`config.mk`:
```
export PLATFORM = sky130hd
export DESIGN_NAME = q2e_sqrt
export DESIGN_NICKNAME = d
export VERILOG_FILES = /design/src/hw/rtl/q2e_sqrt.sv
export SDC_FILE = /design/constraint.sdc
export NUM_CORES = 1
export LEC_CHECK = 0
export BUFFER_PORTS_ARGS = -buffer_cell sky130_fd_sc_hd__buf_2
export CAP_MARGIN = 20
export CORE_MARGIN = 10
export CORE_UTILIZATION = 47
export CTS_BUF_LIST = sky130_fd_sc_hd__clkbuf_4 sky130_fd_sc_hd__clkbuf_8 sky130_fd_sc_hd__clkbuf_16
export CTS_CLUSTER_SIZE = 24
export DETAILED_ROUTE_END_ITERATION = 8
export HOLD_SLACK_MARGIN = 0.08
export PLACE_DENSITY = 0.64
export RECOVER_POWER = 50
export SYNTH_ARGS = -nofsm -noshare
export SYNTH_HDL_FRONTEND = slang
export SYNTH_SLANG_ARGS = --single-unit
```
`constraint.sdc`:
```
create_clock -name i_clk -period 4.5 [get_ports i_clk]
set_input_delay 0.9 -clock i_clk [delete_from_list [all_inputs] [get_ports i_clk]]
set_output_delay 0.9 -clock i_clk [all_outputs]
set_load 0.01 [all_outputs]
```
`src/hw/rtl/q2e_sqrt.sv`:
```
// Pipelined digit-by-digit integer square root, one result bit per stage.
// Depends on nothing else. Input at most 2^31; result 16 bits; an input
// register and 16 steps.
`timescale 1ns / 1ps
module q2e_sqrt (
    input  logic        i_clk,
    input  logic        i_en,
    input  logic [31:0] i_v,
    output logic [15:0] o_root
);
    logic [31:0] r_v   [17];
    logic [31:0] r_res [17];

    always_ff @(posedge i_clk) begin
        if (i_en) begin
            r_v[0]   <= i_v;
            r_res[0] <= '0;
        end
    end

    // Restoring step with bit = 4^(15-g)
    for (genvar g = 0; g < 16; g++) begin : g_st
        localparam logic [31:0] BIT = 32'd1 << (30 - 2*g);
        always_ff @(posedge i_clk) begin
            if (i_en) begin
                if (r_v[g] >= r_res[g] + BIT) begin
                    r_v[g+1]   <= r_v[g] - (r_res[g] + BIT);
                    r_res[g+1] <= (r_res[g] >> 1) + BIT;
                end else begin
                    r_v[g+1]   <= r_v[g];
                    r_res[g+1] <= r_res[g] >> 1;
                end
            end
        end
    end

    assign o_root = r_res[16][15:0];
endmodule

```
### After elaboration in Yosys (flattened, before gate mapping)

Memories as Yosys holds them, arrays and structs flattened.
Index checks and enable logic that the tools add are counted.

* register bits after elaboration: 0
* memories kept: 2
* memory bits (writable): 1088
* logic and storage cells: 228
* output and inout port bits: 16

* magnitude comparators: 16
* add/sub/neg operators: 48
* bitwise gates (word level): 32
* muxes and demuxes: 130

Memories
* r_res: depth 17, bits a word 32, rd ports 17, clocked after memory_dff 0, write ports 17, RTL line 12 `logic [31:0] r_res [17];`
* r_v: depth 17, bits a word 32, rd ports 16, clocked after memory_dff 0, write ports 17, RTL line 11 `logic [31:0] r_v [17];`

Operator list (count)
* $mux 32: 32
* $ge 32x32->1: 16
* $sub 32x32->32: 16
* $mux 1: 98
* $add 31x1->32 const B: 1
* $add 31x11->32 const B: 1
* $add 31x13->32 const B: 1
* $add 31x15->32 const B: 1
* $add 31x17->32 const B: 1
* $add 31x19->32 const B: 1
* $add 31x21->32 const B: 1
* $add 31x23->32 const B: 1
* $add 31x25->32 const B: 1
* $add 31x27->32 const B: 1
* $add 31x29->32 const B: 1
* $add 31x3->32 const B: 1
* $add 31x31->32 const B: 1
* $add 31x5->32 const B: 1
* $add 31x7->32 const B: 1
* $add 31x9->32 const B: 1
* $add 32x1->32 const B: 1
* $add 32x11->32 const B: 1
* $add 32x13->32 const B: 1
* $add 32x15->32 const B: 1
* 13 further kinds: 44

### Logic depth before layout (Yosys ltp)

* depth after elaboration: 6
* gate-level depth with buffers: 11

### Worst setup path before layout

OpenSTA, ideal clock, no wires.

* path kind: input -> register
* start point: input port i_en
* end point: memory r_res[15][10] (enable)
* setup slack: 1319 ps
* arrival time: 2761 ps
* library setup time: 421 ps
* stages: 3
* buffers on the path: 3
* cell sequence: clkbuf_1 -> clkbuf_1 -> clkbuf_1

RTL lines
* start, declared: RTL line 7 `input logic i_en,`
* end, declared: RTL line 12

==> impl_results.md <==
* FF-to-FF setup slack at 0.80 ns
* Register share of total power at 49.4%
* Maximum VDD drop at 327 uV
* Final instance area at 33,700 sq um
* Grt total ovfl at 0
* Routed Antenna Nets at 0
* Leakage at 0.0126 uW
* Initial antenna violation count at 0
* Max-cap violations at 3
* CP arrival at 3.98 ns
* Synth top area share at 64.9%
* RSZ-0062 raised after global routing: false
* Root Buffer Master: clkbuf_16
* Yosys reg bits at 648
* Vias at 17.8k
* Synth top cells by count: edfxtp_1 (648), inv_1 (175), ha_1 (150)
* Die width at 273 um
* Hold buffer count at cts at 0
* Crit. Startpoint: i_en
* Hold path cells at 0
* Initial core utilization at 47.5%
* Layout net count at 2,543
* Layout area overhead at 12.3%
* 1st-pass router iterations at 5
* Reg-to-reg critical path startpoint: r_v[14][4]$_DFFE_PP_
* Mapped Area at 30,000 sq um
* Met2 routed WL at 32,500 um
* Post-CTS Setup Bufs at 0
* Cell taking the most area after synthesis: edfxtp_1
* Crit path required time at 4.67 ns
* Placed cells at 3,133
* Min Tclk post-route at 3.82 ns
* Post-synth ARST share at 0%
* Cell count after synthesis at 2,271
* Hold endpoint: r_v[9][0]$_DFFE_PP_
* Fin crit share at 84.8%
* Metal3 WL at 2050 um
* Final hold violation count at 0
* Clock sink total at 648
* Combinational power share at 12.9%
* First-pass GRT wire length at 95,700 um
* Sw frac at 25.2%
* Critical-path maximum fanout at 126
* Rel. slew slack at -84.0%
* Worst setup SP type: primary input
* CTS resizes at 0
* Chip Height at 273 um
* Worst r2r path cells at 9
* Primary FF master, synth: edfxtp_1
* Vias per cell at 5.46
* Worst Hold Launch: r_v[8][0]$_DFFE_PP_
* Clock skew at 0.0436 ns
* P_sw at 4030 uW
* Status: complete, but fails checks
* Final Non-Filler Cells at 3,262
* Routed len/inst at 18.3 um
* Buffers on Ports at 49
* GRT Resource Usage Total at 16.0%
* Starting DRT DRC Count at 1,226
* Clock-pin slew on the worst setup and hold paths at 0.07 ns
* Worst skew pair latency at 0.63 ns
* Row count at 92
* IO Pins at 50
* Yosys warnings at 0
* Most frequent cell after synthesis: edfxtp_1
* Share of cells above drive strength 1 at 8.86%
* Setup CP Type: primary input to flop
* Top layer in use: met4
* F_max at 262 MHz
* Hold Path Class: flop to flop
* Antenna cells at 0
* Net count after synthesis at 2,455
* Pin count of the biggest net entering global routing at 148
* Place WS at 0.855 ns
* Power density cells at 475 nW/um^2
* Clk pwr share at 37.7%
* Die Footprint at 74,300 sq um
* Syn_area_per_cell at 13.2 sq um
* Post-synth EDFFs at 648
* Top post-synthesis cells by area: edfxtp_1 (65%), ha_1 (6.3%), xor2_1 (2.9%)
* Register area share after synthesis at 64.9%
* Worst reg2reg endpoint: r_v[15][31]$_DFFE_PP_
* Power Internal at 12,000 uW
* DP Wirelength at 43,200 um
* Crit. End Element: flop
* Number of global-route vias before repair at 18.4k
* Metal1 wirelength at 22,800 um
* Setup violators final at 0
* Final WL at 59,700 um
* Max clock buf depth at 3
* Worst setup margin at 0.682 ns
* Placed inst area at 31,300 sq um
* # DRC at 0
* Failing checks: max-capacitance violations, max-slew violations
* Slew Limit Fails at 215
* Routability cong. at 0.862
* H-tree depth at 3
* Floorplan core area at 63,100 sq um
* CTS tree: done
* Netlist cell types at 82
* Setup TNS at 0 ns
* Worst-margin pin slew at 2.76 ns
* CTS Buf Count at 70
metrics by stage:
stage | util, % | hold WS, ns | power [uW]
2_1_floorplan | - | 0.417 | 9460
3_3_place_gp | 49.5 | 0.424 | 10000
3_5_place_dp | 49.5 | 0.429 | 10100
4_1_cts | 53.5 | 0.407 | 16100
5_1_grt | 53.4 | 0.410 | 16700
6_report | 53.4 | 0.433 | 16000
state kept, by name, indices dropped and copies added (netlist names):
signal and cells:
r_res 136, r_v 512
power by group through the flow:
stage / registers (uW) / logic, uW / clock network, uW
floorplan: 7840 / 1610 / 0
global placement: 8010 / 2000 / 0
detailed placement: 8030 / 2050 / 0
CTS: 7910 / 2070 / 6170
global route: 7980 / 2320 / 6440
finish: 7910 / 2060 / 6030
worst max path at each step:
stage                               to  slack (ns)  cells past startpoint
2_1_floorplan  r_res[15][10]$_DFFE_PP_        1.32                      3
3_3_place_gp     r_v[15][31]$_DFFE_PP_        0.86                      9
3_5_place_dp     r_v[15][31]$_DFFE_PP_        0.85                      9
4_1_cts          r_v[15][31]$_DFFE_PP_        0.79                      9
5_1_grt           r_v[14][7]$_DFFE_PP_        0.41                      3
6_report          r_v[14][7]$_DFFE_PP_        0.68                      3
metal layers:
| metal | vias up | track usage, % |
|---|---|---|
| met5 | - | 0 |
| met4 | 0 | 6.84 |
| met2 | 316 | 30.7 |
| met3 | 138 | 2.86 |
| li1 | 8689 | - |
| met1 | 8657 | 16.9 |
worst max-delay path, cell delays in order:
cell and delay, ns:
buf_8 0.28, buf_12 0.53, buf_2 2.03
cells by family after synthesis:
kind of cell | share of synthesized area (%)
DFF | 64.9
and+or+nand+nor | 11.4
buffers and inverters | 2.87
adders and majority gates | 6.26
xor gates and xnor gates | 5.67
muxes | 0.810
AOI/OAI and AO/OA | 8.08
cell usage in the layout (no fill, tap or decap), drive strengths merged, types with 17 or more instances in the layout:
master and instances:
nor3 80, edfxtp 648, nor2b 25, xor2 99, ha 150, nand3 33, a21oi 120, clkinv 25
nand2 123, o21a 34, clkbuf 106, nor2 140, nand2b 32, o21ai 108, inv 181, xnor2 95
mux2 17, a21o 31, nand4 33, or3 26, nor4 76, buf 44
cell type report:
class,instances,area (sq um)
clock buffer,87,1900
clock inverter,42,574
fill,5286,29400
inverter,176,663
multi-input combinational,1400,9680
sequential,648,19500
tap,846,1060
timing repair buffer,63,352
Note: power is estimated with default switching activity, not from simulation.
